### src/assert_macros.svh
// Assertion macros shared by the RTL. Define NO_ASSERTIONS to compile them out.
`ifndef ASSERT_MACROS_SVH
`define ASSERT_MACROS_SVH

`ifndef NO_ASSERTIONS

// The property must hold at every clock edge outside reset.
`define ASSERT_PROP(label, clk, rst, prop) \
  label: assert property (@(posedge clk) disable iff (rst) (prop)) \
    else $error("assertion failed");

// The condition must never be true at a clock edge outside reset.
`define ASSERT_NEVER(label, clk, rst, cond) \
  label: assert property (@(posedge clk) disable iff (rst) !(cond)) \
    else $error("forbidden condition seen");

`else

`define ASSERT_PROP(label, clk, rst, prop)
`define ASSERT_NEVER(label, clk, rst, cond)

`endif

`endif

### src/sefr_pkg.sv
package sefr_pkg;

  // Default sizes of the frame store.
  localparam int MAX_PAYLOAD_DEF = 64;
  localparam int STORE_DEPTH_DEF = 66;

  // Fixed field widths.
  localparam int BYTE_W    = 8;
  localparam int STATUS_W  = 3;
  localparam int CFG_IDX_W = 2;
  localparam int CFG_DAT_W = 8;

  // Framing characters.
  localparam logic [BYTE_W-1:0] BYTE_STX = 8'h02;
  localparam logic [BYTE_W-1:0] BYTE_ETX = 8'h03;
  localparam logic [BYTE_W-1:0] BYTE_DLE = 8'h10;

  // CRC-CCITT-FALSE.
  localparam logic [15:0] CRC_INIT = 16'hFFFF;
  localparam logic [15:0] CRC_POLY = 16'h1021;

  // Configuration register indexes.
  localparam logic [CFG_IDX_W-1:0] REG_CHECKSUM_MODE = 2'd0;
  localparam logic [CFG_IDX_W-1:0] REG_EVENT_NIBBLE  = 2'd1;

  localparam logic [3:0] EVENT_NIBBLE_RST = 4'hE;

  typedef enum logic [STATUS_W-1:0] {
    ST_OK          = 3'd0,
    ST_SHORT       = 3'd1,
    ST_BADSUM      = 3'd2,
    ST_EARLY_START = 3'd3,
    ST_TOO_LONG    = 3'd4
  } status_t;

  typedef enum logic [2:0] {
    S_WAIT,
    S_DATA,
    S_ESC,
    S_SUM,
    S_CHECK,
    S_EMIT
  } state_t;

  // One byte of CRC-CCITT, MSB first.
  function automatic logic [15:0] crc_step(input logic [15:0] c_in, input logic [7:0] b);
    logic [15:0] c;
    c = c_in ^ {b, 8'h00};
    for (int i = 0; i < 8; i++) begin
      if (c[15]) begin
        c = {c[14:0], 1'b0} ^ CRC_POLY;
      end else begin
        c = {c[14:0], 1'b0};
      end
    end
    return c;
  endfunction

endpackage

### src/sefr_if.sv
// Received byte channel.
interface sefr_rx_if import sefr_pkg::*; ();
  logic              valid;
  logic              ready;
  logic [BYTE_W-1:0] rx_byte;

  modport source (output valid, output rx_byte, input ready);
  modport sink (input valid, input rx_byte, output ready);
endinterface

// Result channel.
interface sefr_res_if import sefr_pkg::*; ();
  logic                valid;
  logic                ready;
  logic [BYTE_W-1:0]   payload_byte;
  logic [STATUS_W-1:0] status;
  logic                is_event;
  logic                last;

  modport source (output valid, output payload_byte, output status, output is_event,
                  output last, input ready);
  modport sink (input valid, input payload_byte, input status, input is_event,
                input last, output ready);
endinterface

// Configuration write channel.
interface sefr_cfg_if import sefr_pkg::*; ();
  logic                 valid;
  logic                 ready;
  logic [CFG_IDX_W-1:0] index;
  logic [CFG_DAT_W-1:0] data;

  modport source (output valid, output index, output data, input ready);
  modport sink (input valid, input index, input data, output ready);
endinterface

### src/stx_etx_frame_receiver.sv
// STX/ETX frame receiver with DLE byte stuffing. Each rx beat carries one byte from the
// serial line; bytes outside a frame are dropped until STX. Frame bytes, with DLE
// escapes removed, are written into a single-port frame store of STORE_DEPTH bytes. On
// ETX the store is swept once to form the checksum (one byte per cycle through the one
// read port), then, for a good frame, swept again to emit one result beat per payload
// byte, the last one flagged with last, and with is_event when the high nibble of the
// first payload byte matches the event nibble. rx is held off until the frame end is
// handled. A short frame, a bad checksum, an STX inside a frame or an overlong frame
// gives a single status beat and the receiver goes back to waiting for STX. The store
// needs no clearing after reset. Configuration (checksum mode at index 0, event nibble
// at index 1) must be written only while the receiver is idle; the block itself does
// not enforce this.
module stx_etx_frame_receiver import sefr_pkg::*; #(
  parameter int MAX_PAYLOAD = MAX_PAYLOAD_DEF,
  parameter int STORE_DEPTH = STORE_DEPTH_DEF
) (
  input logic        clk,
  input logic        rst,
  sefr_rx_if.sink    rx,
  sefr_res_if.source res,
  sefr_cfg_if.sink   cfg
);

`include "assert_macros.svh"

  // Address width of the store, and count width that can also hold the depth itself.
  localparam int AW    = $clog2(STORE_DEPTH);
  localparam int CNT_W = $clog2(STORE_DEPTH + 1);

  // Configuration registers.
  logic       checksum_mode;
  logic [3:0] event_nibble;

  // Control state.
  state_t state, state_next;
  logic [CNT_W-1:0] cnt, cnt_next;           // bytes stored in the current frame
  logic [CNT_W-1:0] rd_ptr, rd_ptr_next;     // next store address to read
  logic [CNT_W-1:0] proc_idx, proc_idx_next; // index of the byte in mem_rdata
  logic             rd_valid;                // mem_rdata holds a byte of the sweep

  // Checksum accumulators.
  logic [15:0] crc, crc_next;
  logic [7:0]  sum, sum_next;
  logic [15:0] cmp, cmp_next;                // the trailing checksum bytes
  logic [3:0]  first_hi, first_hi_next;      // high nibble of the first payload byte

  // Frame store.
  logic [BYTE_W-1:0] mem [STORE_DEPTH];
  logic              mem_we;
  logic [AW-1:0]     mem_waddr;
  logic [BYTE_W-1:0] mem_wdata;
  logic              rd_en;
  logic [AW-1:0]     rd_addr;
  logic [BYTE_W-1:0] mem_rdata;

  // Output register.
  logic                out_valid;
  logic [BYTE_W-1:0]   out_byte, out_byte_next;
  logic [STATUS_W-1:0] out_status, out_status_next;
  logic                out_event, out_event_next;
  logic                out_last, out_last_next;
  logic                out_load;

  logic             slot_free;
  logic             rx_ready;
  logic             rx_fire;
  logic [CNT_W-1:0] cklen;
  logic [CNT_W-1:0] plen;
  logic [CNT_W-1:0] rd_ptr_inc;
  logic             good;
  logic             emit_last;

  assign cfg.ready = 1'b1;

  always_ff @(posedge clk) begin
    if (rst) begin
      checksum_mode <= 1'b0;
      event_nibble  <= EVENT_NIBBLE_RST;
    end else if (cfg.valid) begin
      unique case (cfg.index)
        REG_CHECKSUM_MODE: checksum_mode <= cfg.data[0];
        REG_EVENT_NIBBLE:  event_nibble  <= cfg.data[3:0];
        default: begin
        end
      endcase
    end
  end

  // The store is written only while bytes arrive and read only during the two sweeps,
  // so a read never meets a write to the same entry.
  always_ff @(posedge clk) begin
    if (mem_we) begin
      mem[mem_waddr] <= mem_wdata;
    end
    if (rd_en) begin
      mem_rdata <= mem[rd_addr];
    end
  end

  // The result channel is decoupled by the output register; rx stays open in the idle
  // state, and inside a frame whenever a status beat could still be placed.
  assign slot_free  = !out_valid || res.ready;
  assign rx_ready   = (state == S_WAIT) || ((state == S_DATA || state == S_ESC) && slot_free);
  assign rx.ready   = rx_ready;
  assign rx_fire    = rx.valid && rx_ready;
  assign cklen      = checksum_mode ? CNT_W'(2) : CNT_W'(1);
  assign plen       = cnt - cklen;
  assign rd_ptr_inc = rd_ptr + 1'b1;
  assign good       = checksum_mode ? (cmp == crc) : (cmp[7:0] == 8'(8'd0 - sum));
  assign emit_last  = (rd_ptr == plen - 1'b1);

  always_comb begin
    state_next      = state;
    cnt_next        = cnt;
    rd_ptr_next     = rd_ptr;
    proc_idx_next   = proc_idx;
    crc_next        = crc;
    sum_next        = sum;
    cmp_next        = cmp;
    first_hi_next   = first_hi;
    mem_we          = 1'b0;
    mem_waddr       = cnt[AW-1:0];
    mem_wdata       = rx.rx_byte;
    rd_en           = 1'b0;
    rd_addr         = rd_ptr[AW-1:0];
    out_load        = 1'b0;
    out_byte_next   = '0;
    out_status_next = ST_OK;
    out_event_next  = 1'b0;
    out_last_next   = 1'b1;

    unique case (state)
      S_WAIT: begin
        if (rx_fire) begin
          cnt_next = '0;
          if (rx.rx_byte == BYTE_STX) begin
            state_next = S_DATA;
          end
        end
      end

      S_DATA, S_ESC: begin
        if (rx_fire) begin
          if (state == S_DATA && rx.rx_byte == BYTE_ETX) begin
            if (cnt <= cklen) begin
              out_load        = 1'b1;
              out_status_next = ST_SHORT;
              cnt_next        = '0;
              state_next      = S_WAIT;
            end else begin
              rd_ptr_next   = '0;
              proc_idx_next = '0;
              crc_next      = CRC_INIT;
              sum_next      = '0;
              state_next    = S_SUM;
            end
          end else if (state == S_DATA && rx.rx_byte == BYTE_STX) begin
            out_load        = 1'b1;
            out_status_next = ST_EARLY_START;
            cnt_next        = '0;
            state_next      = S_WAIT;
          end else if (state == S_DATA && rx.rx_byte == BYTE_DLE) begin
            state_next = S_ESC;
          end else begin
            // Plain byte, or any byte after an escape.
            mem_we = 1'b1;
            if (cnt == CNT_W'(STORE_DEPTH - 1)) begin
              out_load        = 1'b1;
              out_status_next = ST_TOO_LONG;
              cnt_next        = '0;
              state_next      = S_WAIT;
            end else begin
              cnt_next   = cnt + 1'b1;
              state_next = S_DATA;
            end
          end
        end
      end

      S_SUM: begin
        // Reads run ahead of the accumulation: each byte read is registered and accumulated in the next cycle.
        if (rd_ptr < cnt) begin
          rd_en       = 1'b1;
          rd_ptr_next = rd_ptr_inc;
        end
        if (rd_valid) begin
          if (proc_idx == '0) begin
            first_hi_next = mem_rdata[7:4];
          end
          if (proc_idx < plen) begin
            crc_next = crc_step(crc, mem_rdata);
            sum_next = sum + mem_rdata;
          end else begin
            cmp_next = {cmp[7:0], mem_rdata};
          end
          proc_idx_next = proc_idx + 1'b1;
          if (proc_idx == cnt - 1'b1) begin
            state_next = S_CHECK;
          end
        end
      end

      S_CHECK: begin
        if (slot_free) begin
          if (!good) begin
            out_load        = 1'b1;
            out_status_next = ST_BADSUM;
            cnt_next        = '0;
            state_next      = S_WAIT;
          end else if (int'(plen) > MAX_PAYLOAD) begin
            out_load        = 1'b1;
            out_status_next = ST_TOO_LONG;
            cnt_next        = '0;
            state_next      = S_WAIT;
          end else begin
            rd_en       = 1'b1;
            rd_addr     = '0;
            rd_ptr_next = '0;
            state_next  = S_EMIT;
          end
        end
      end

      S_EMIT: begin
        // mem_rdata holds payload byte rd_ptr until it moves into the output register.
        if (slot_free) begin
          out_load       = 1'b1;
          out_byte_next  = mem_rdata;
          out_last_next  = emit_last;
          out_event_next = emit_last && (first_hi == event_nibble);
          if (emit_last) begin
            cnt_next   = '0;
            state_next = S_WAIT;
          end else begin
            rd_en       = 1'b1;
            rd_addr     = rd_ptr_inc[AW-1:0];
            rd_ptr_next = rd_ptr_inc;
          end
        end
      end

      default: begin
        state_next = S_WAIT;
      end
    endcase
  end

  always_ff @(posedge clk) begin
    if (rst) begin
      state     <= S_WAIT;
      cnt       <= '0;
      rd_valid  <= 1'b0;
      out_valid <= 1'b0;
    end else begin
      state    <= state_next;
      cnt      <= cnt_next;
      rd_valid <= rd_en && (state == S_SUM);
      if (out_load) begin
        out_valid <= 1'b1;
      end else if (res.ready) begin
        out_valid <= 1'b0;
      end
    end
  end

  always_ff @(posedge clk) begin
    rd_ptr   <= rd_ptr_next;
    proc_idx <= proc_idx_next;
    crc      <= crc_next;
    sum      <= sum_next;
    cmp      <= cmp_next;
    first_hi <= first_hi_next;
    if (out_load) begin
      out_byte   <= out_byte_next;
      out_status <= out_status_next;
      out_event  <= out_event_next;
      out_last   <= out_last_next;
    end
  end

  assign res.valid        = out_valid;
  assign res.payload_byte = out_byte;
  assign res.status       = out_status;
  assign res.is_event     = out_event;
  assign res.last         = out_last;

  // A waiting result is never overwritten.
  `ASSERT_NEVER(a_no_overwrite, clk, rst, out_load && out_valid && !res.ready)
  // The stored count stays inside the store.
  `ASSERT_PROP(a_cnt_range, clk, rst, cnt < CNT_W'(STORE_DEPTH))
  // The final beat of a frame always returns the receiver to waiting for STX.
  `ASSERT_PROP(a_last_to_wait, clk, rst, (out_load && out_last_next) |=> (state == S_WAIT))
  // The checksum sweep never reads beyond the stored bytes.
  `ASSERT_PROP(a_sweep_bound, clk, rst, (state == S_SUM) |-> (rd_ptr <= cnt))

endmodule
### src/flat_wrapper.sv
// flat-port wrapper written by rule: the top's interface ports become plain ports
module stx_etx_frame_receiver_flat import sefr_pkg::*;
#(
  parameter int MAX_PAYLOAD = MAX_PAYLOAD_DEF,
  parameter int STORE_DEPTH = STORE_DEPTH_DEF
)
  (clk, rst, rx_valid, rx_rx_byte, rx_ready, res_valid, res_payload_byte, res_status, res_is_event, res_last, res_ready, cfg_valid, cfg_index, cfg_data, cfg_ready);
  sefr_rx_if rx_i ();
  sefr_res_if res_i ();
  sefr_cfg_if cfg_i ();
  input logic clk;
  input logic rst;
  input wire logic [$bits(rx_i.valid)-1:0] rx_valid;
  input wire logic [$bits(rx_i.rx_byte)-1:0] rx_rx_byte;
  output wire logic [$bits(rx_i.ready)-1:0] rx_ready;
  output wire logic [$bits(res_i.valid)-1:0] res_valid;
  output wire logic [$bits(res_i.payload_byte)-1:0] res_payload_byte;
  output wire logic [$bits(res_i.status)-1:0] res_status;
  output wire logic [$bits(res_i.is_event)-1:0] res_is_event;
  output wire logic [$bits(res_i.last)-1:0] res_last;
  input wire logic [$bits(res_i.ready)-1:0] res_ready;
  input wire logic [$bits(cfg_i.valid)-1:0] cfg_valid;
  input wire logic [$bits(cfg_i.index)-1:0] cfg_index;
  input wire logic [$bits(cfg_i.data)-1:0] cfg_data;
  output wire logic [$bits(cfg_i.ready)-1:0] cfg_ready;
  assign rx_i.valid = rx_valid;
  assign rx_i.rx_byte = rx_rx_byte;
  assign rx_ready = rx_i.ready;
  assign res_valid = res_i.valid;
  assign res_payload_byte = res_i.payload_byte;
  assign res_status = res_i.status;
  assign res_is_event = res_i.is_event;
  assign res_last = res_i.last;
  assign res_i.ready = res_ready;
  assign cfg_i.valid = cfg_valid;
  assign cfg_i.index = cfg_index;
  assign cfg_i.data = cfg_data;
  assign cfg_ready = cfg_i.ready;
  stx_etx_frame_receiver #(.MAX_PAYLOAD(MAX_PAYLOAD), .STORE_DEPTH(STORE_DEPTH)) u_core (.clk(clk), .rst(rst), .rx(rx_i), .res(res_i), .cfg(cfg_i));
endmodule
### config.mk
export PLATFORM = sky130hd
export DESIGN_NAME = stx_etx_frame_receiver_flat
export DESIGN_NICKNAME = d
export VERILOG_FILES = /design/src/sefr_pkg.sv /design/src/sefr_if.sv /design/src/stx_etx_frame_receiver.sv /design/src/flat_wrapper.sv
export VERILOG_INCLUDE_DIRS = /design/src /design/src/src
export SDC_FILE = /design/constraint.sdc
export NUM_CORES = 1
export LEC_CHECK = 0
export BUFFER_PORTS_ARGS = -buffer_cell sky130_fd_sc_hd__buf_2
export CORE_ASPECT_RATIO = 1.1
export CORE_MARGIN = 2
export CORE_UTILIZATION = 57
export DETAILED_ROUTE_END_ITERATION = 6
export PLACE_DENSITY = 0.84
export RECOVER_POWER = 25
export SYNTH_ARGS = -nofsm -noshare
export SYNTH_HDL_FRONTEND = slang
export SYNTH_SLANG_ARGS = --single-unit
### constraint.sdc
create_clock -name clk -period 4.4 [get_ports clk]
set_clock_uncertainty 0.2 [all_clocks]
set_input_delay 0.22 -clock clk [delete_from_list [all_inputs] [get_ports clk]]
set_output_delay 0.22 -clock clk [all_outputs]
set_load 0.02 [all_outputs]
==> reports/metrics.cfg, run 1 <==
[status]
status=complete, but fails checks
violations=design-rule violations, max-capacitance violations, max-slew violations, negative setup slack

[grt]
grt_overflow=0
grt_use_total_pct=31.4
first_global_vias=19662
grt_pass1_wl_um=116000
antenna_found_initial=3
grt_max_degree=68

[setup_path]
path_cells=inv_2, ha_4, fa_2, nand2_2, or3_4, a311o_1, nand3_2, nor2_4, nor2_4, inv_2, o22a_1, buf_4, buf_6, nand2_8, buf_4, nand3_1, a31oi_1, nand3_2, o211a_1
cp.arrival_ps=4810
criticalPathCategory=flop to flop
cp-end-kind=flop
crit_required_ps=4590
path_max_fanout=17
worst_path_max_delay_cell=fa_2
crit_path_max_incr_delay_ps=590
startpoint_type=flop

[synthesis]
async_reset_ff_share_pct=0
seq_area_frac_synth_pct=68.3
synth_edf_count=607
synth.top_cell.area_share_pct=67.1
syn_avg_cell_area_um2=12.6
synth_compound_area_share_pct=7.77
yosysTopAreaCell=edfxtp_1
synth_common_cells=edfxtp_1, nand2_1, nand3_1
yosysUniqueCellTypes=75
synth_mux_area_share_pct=2.07
ys_warn_count=0
synth_flop_cell=edfxtp_1
synth_xor_area_share_pct=3.08
synth.area.top_cells=edfxtp_1, nand2_1, nand3_1, xnor2_1, a21oi_1
synth.ff_latch_count=624
synth_top_family_by_area=simple AND/OR/NAND/NOR gates
postSynthNetCount=2219
syn_area_um2=27200
synth_cells=2164
yosysMostFrequentCell=edfxtp_1
synthAdderAreaFrac_pct=1.53
synth_simple_gate_area_share_pct=14.8

[finish]
syn_to_final_growth_pct=21.7
utilization_pct=70.6
multi_input_area_um2=8760
regArea_um2=18600
final_net_count=2485
drive_above_1_share_pct=21.1
fill_cells=2783
stdcell_area_um2=33100

[die]
dieArea_um2=49400
core_area_um2=46800
placementRows=83
die_w_um=212
fp.dieH_um=233
initial_core_util_pct=58.0
io-pin-count=39

[pwr]
finalPower_mw=14.0
ir_drop_mv=0.389
powerDensity_nw_per_um2=424
power_leakage_nw=11.6

[sta]
min_period_over_period_pct=105
rsz0062_at_grt=true
maxSlewHeadroom_pct=-130
setup_viol=13
setup_slack_ps=-220
drv_slew=268
min_period_ps=4620
worst_pin_slew_ps=3450
clock.fmax_mhz=216
finalHoldViolCount=0

[detailed_routing]
drc=1
dr_total_vias=20102
viasPerCell=6.45
wl_per_cell_um=25.2
ant_nets=0
first_pass_iters=7
drt_iter0_markers=2909
route.final.wire_length_um=78500

[cts]
cts_max_level=2
clk_pin_slew_worst_paths_ps=60
cts_num_sinks=624
numCtsBuffers=59
insertion_delay_ps=650
tritoncts=done
clock_path_buffers=3
cts_root_buf=clkbuf_16

[hold_path]
hold_path.class=input port to flop

[place]
globalplace.congestion=0.962
placed_cell_area_um2=29500
portBuffers=33
place_ws_ps=-476
dp_hpwl_um=47300

[run]
cap_violations=4

cell type report:
cell class | count | share of cell area [%]
clock buffer | 72 | 4.68
timing repair buffer | 313 | 8.66
inverter | 26 | 0.295
sequential | 624 | 56.2
antenna | 2 | 0.0151
multi-input combinational | 1406 | 26.5
tap | 637 | 2.41
clock inverter | 37 | 1.31
layer usage:
metal	up-vias	global-route usage (%)	wire [µm]
li1	8537	-	-
met1	9630	38.0	26900
met2	1537	51.8	37400
met3	394	6.71	8780
met4	4	18.9	5400
met5	-	0.507	44
state kept, by name (all words and copies together), names as in the netlist, 7 cells and up:
name,cells
u_core.mem,528
u_core.crc,16
u_core.rd_ptr,7
u_core.proc_idx,7
u_core.mem_rdata,8
u_core.cmp,16
u_core.sum,8
u_core.cnt,7
u_core.res.payload_byte,8
layout by cell type, fill, tap and decap left out, drive strengths merged, types with 55 or more instances in the layout:
master / synthesis / layout
nor2: 143 / 143
nand2: 442 / 443
buf: 68 / 277
mux2i: 55 / 55
clkbuf: 42 / 85
a21oi: 119 / 119
edfxtp: 607 / 607
nand3: 170 / 170
xnor2: 71 / 71
kinds of logic (layout without fill, tap and decap cells):
kind of cell | Yosys count | in the layout
AND/OR/NAND/NOR | 906 | 908
AO/OA/AOI/OAI | 315 | 315
XOR/XNOR | 94 | 94
flip-flops | 624 | 624
adder cells (fa/ha/maj) | 32 | 32
multiplexers | 56 | 56
buffers and inverters | 136 | 448
other | 1 | 3
metrics by stage:
step | TNS, ps | hold slack, ps | instances
CTS | -489 | 26.4 | 3091
global placement | -1990 | 275 | 2935
floorplan | 0 | 114 | 2164
finish | -1270 | 106 | 3117
global route | -1880 | 121 | 3115
detailed placement | -2670 | 276 | 2935
worst paths after layout:
| kind | start | end | slack (ps) | cells past startpoint |
|---|---|---|---|---|
| setup / recovery | u_core.checksum_mode$_SDFFE_PP0P_ | u_core.mem_rdata[5]$_DFFE_PP_ | -220 | 19 |
| hold / removal | rx_rx_byte[4] | u_core.state[1]$_SDFFE_PP0P_ | 110 | 5 |
| setup reg to reg | u_core.checksum_mode$_SDFFE_PP0P_ | u_core.mem_rdata[5]$_DFFE_PP_ | -220 | 19 |
| hold reg to reg | u_core.cmp[4]$_DFFE_PP_ | u_core.cmp[12]$_DFFE_PP_ | 340 | 0 |
worst max-delay path, delay by kind of cell (launching register included):
family                   cells  cell delay [ps]
AO/OA/AOI/OAI                4             1200
adder cells (fa/ha/maj)      2              750
buffers and inverters        5              650
flip-flops                   1              340
AND/OR/NAND/NOR              8             1230
where the power goes:
group | switching (mW) | internal, mW
logic | 1.28 | 0.892
registers | 0.0480 | 6.58
clock network | 2.25 | 2.98
total | 3.58 | 10.5
what timing repair did:
item / CTS / global route
hold buffers: 21 / 0
gates cloned: 5 / 2
hold endpoints to repair: 47 / 0
pin swaps: 32 / 27
buffers inserted: 24 / 22
gates resized for setup: 91 / 85
setup endpoints to repair: 8 / 11
(Power assumes the default switching activity.)
==> run 2, diff against run 1 <==
CELL_PAD_IN_SITES_DETAIL_PLACEMENT = 0   (was unset)
CELL_PAD_IN_SITES_GLOBAL_PLACEMENT = 2   (was unset)
CORE_UTILIZATION = 40   (was 57)
PLACE_DENSITY = 0.83   (was 0.84)
==> run 2 against run 1 <==
Compared with the run above: the run ends with max-capacitance violations, max-slew violations, negative setup slack left; via count fell by 7.1%; core utilization fell by 22 points; non-clock buffer count fell by 18; clock-buffer cell count rose by 13; clock power rose by 2%; maximum frequency fell by 1.6%; hold slack got worse by 48 ps; critical path type unchanged; critical endpoint is now u_core.mem_rdata[2]$_DFFE_PP_.
==> reports/metrics.cfg, run 2 (synthesis results as in run 1) <==
[status]
status=complete, but fails checks
violations=max-capacitance violations, max-slew violations, negative setup slack

[detailed_routing]
dr_total_vias=18677
ant_nets=0
wl_per_cell_um=23.2
first_pass_iters=5
drt_iter0_markers=1821
route.final.wire_length_um=77200
drc=0
viasPerCell=5.60

[setup_path]
startpoint_type=flop
reg2reg_slack_ps=-290
cp-end-kind=flop
crit_required_ps=4550
path_cells=inv_2, ha_4, fa_2, nand2_2, or3_4, a311o_1, nand3_2, nor2_4, nor2_4, inv_2, o22a_4, and2_4, buf_12, buf_12, buf_8, mux2i_2, a221oi_2, nor3_2, o2111ai_4, and4_1
criticalPathCategory=flop to flop
cp.arrival_ps=4850
path_max_fanout=8
worst_path_max_delay_cell=fa_2
crit_path_max_incr_delay_ps=600

[finish]
regMostFlops=u_core.mem
final_net_count=2474
diodes=0
reg.largest.list=u_core.mem (528), u_core.cmp (16), u_core.crc (16)
drive_above_1_share_pct=18.4
largest_reg_flops=528
syn_to_final_growth_pct=20.7
final_cell_mix=edfxtp_1, nand2_1, buf_4, nand3_1, nor2_1
layout_commonest_cell=edfxtp_1
stdcell_area_um2=32800

[sta]
rsz0062_at_grt=true
min_period_ps=4690
worst_pin_slew_ps=3930
min_period_over_period_pct=107
setup_slack_ps=-293
setup_viol=8
drv_slew=335
clock.fmax_mhz=213
finalHoldViolCount=0
maxSlewHeadroom_pct=-162

[cts]
cts_max_level=3
numCtsBuffers=67
cts_num_sinks=624
tritoncts=done
clk_pin_slew_worst_paths_ps=60
insertion_delay_ps=620
clock_path_buffers=3
cts_root_buf=clkbuf_16

[die]
core_area_um2=67400
initial_core_util_pct=40.3
dieArea_um2=70000
io-pin-count=39
die_w_um=252
fp.dieH_um=277
placementRows=100

[grt]
grt_use_total_pct=21.9
grt_max_degree=67
first_global_vias=18682
grt_pass1_wl_um=116000
grt_overflow=0
antenna_found_initial=2

[pwr]
finalPower_mw=14.0
ir_drop_mv=0.317
powerDensity_nw_per_um2=426
power_leakage_nw=11.5

[place]
portBuffers=33
placed_cell_area_um2=30000
globalplace.congestion=0.896
dp_hpwl_um=50500

[hold_path]
hold_path.class=input port to flop

[run]
cap_violations=5

[run 2: cell types whose count changed in the layout (fill, tap and decap cells not counted), sizes merged, moves of 2 or more]
cell | previous run | this run
inv | 25 | 29
clkbuf | 85 | 98
clkinvlp | 3 | 5
dlygate4sd3 | 21 | 14
diode | 2 | 0
buf | 277 | 265
bufinv | 8 | 2
clkinv | 27 | 21
[run 2: path summary, 6_finish.rpt]
path                                      from                              to  cells after the start
max          u_core.checksum_mode$_SDFFE_PP0P_   u_core.mem_rdata[2]$_DFFE_PP_                     20
min                                   rx_valid  u_core.res.status[0]$_DFFE_PP_                      4
max reg2reg  u_core.checksum_mode$_SDFFE_PP0P_   u_core.mem_rdata[2]$_DFFE_PP_                     20
min reg2reg            u_core.cmp[1]$_DFFE_PP_         u_core.cmp[9]$_DFFE_PP_                      0
[run 2: metal layers]
metal  routed length (µm)  vias to the layer above  global-route usage (%)  part of all wire (%)
met2                37000                      676                    35.9                    48
met3                 5000                      142                    3.42                   6.5
met5                   25                        -                       0                 0.032
met4                 2350                        4                    7.50                   3.0
li1                     -                     8520                       -                     -
met1                32900                     9335                    29.7                    43
[run 2: repair_timing]
action | in CTS | in global routing
hold buffers | 14 | 0
pin swaps | 27 | 18
setup buffers | 6 | 4
resized for setup | 69 | 23
cloned | 4 | 1
setup endpoints to repair | 8 | 8
hold endpoints to repair | 13 | 0
[run 2: worst max-delay path: cells and delay by family (launching register included)]
family / cells / cell delay, ps
AND/OR/NAND/NOR: 8 / 1470
AO/OA/AOI/OAI: 4 / 950
adder cells (fa/ha/maj): 2 / 760
buffers and inverters: 5 / 510
flip-flops: 1 / 340
multiplexers: 1 / 180
[run 2: power breakdown]
group,internal (mW),leakage (nW),switching [mW]
registers,6.58,5.59,0.0469
logic,0.818,4.91,1.17
clock network,3.03,0.990,2.33
[run 2: metrics by stage]
| stage | hold slack (ps) | setup slack [ps] | setup TNS [ps] | utilization [%] | instances |
|---|---|---|---|---|---|
| finish | 57.6 | -293 | -1890 | 48.6 | 3333 |
| global placement | 270 | -402 | -2680 | 44.4 | 3188 |
| global route | 98.4 | -447 | -3340 | 48.6 | 3333 |
| detailed placement | 275 | -527 | -3350 | 44.4 | 3188 |
| CTS | 8.60 | -208 | -1480 | 48.4 | 3328 |
| floorplan | 114 | 1.40 | 0 | - | 2164 |
[run 2: cell type report]
cell class,instances,area [µm²]
inverters,26,97.6
flip-flops and latches,624,18600
clock buffers,85,1800
fillers,5869,34600
multi-input cells,1405,8400
clock inverters,31,255
repair buffers,295,2600
well taps,867,1080
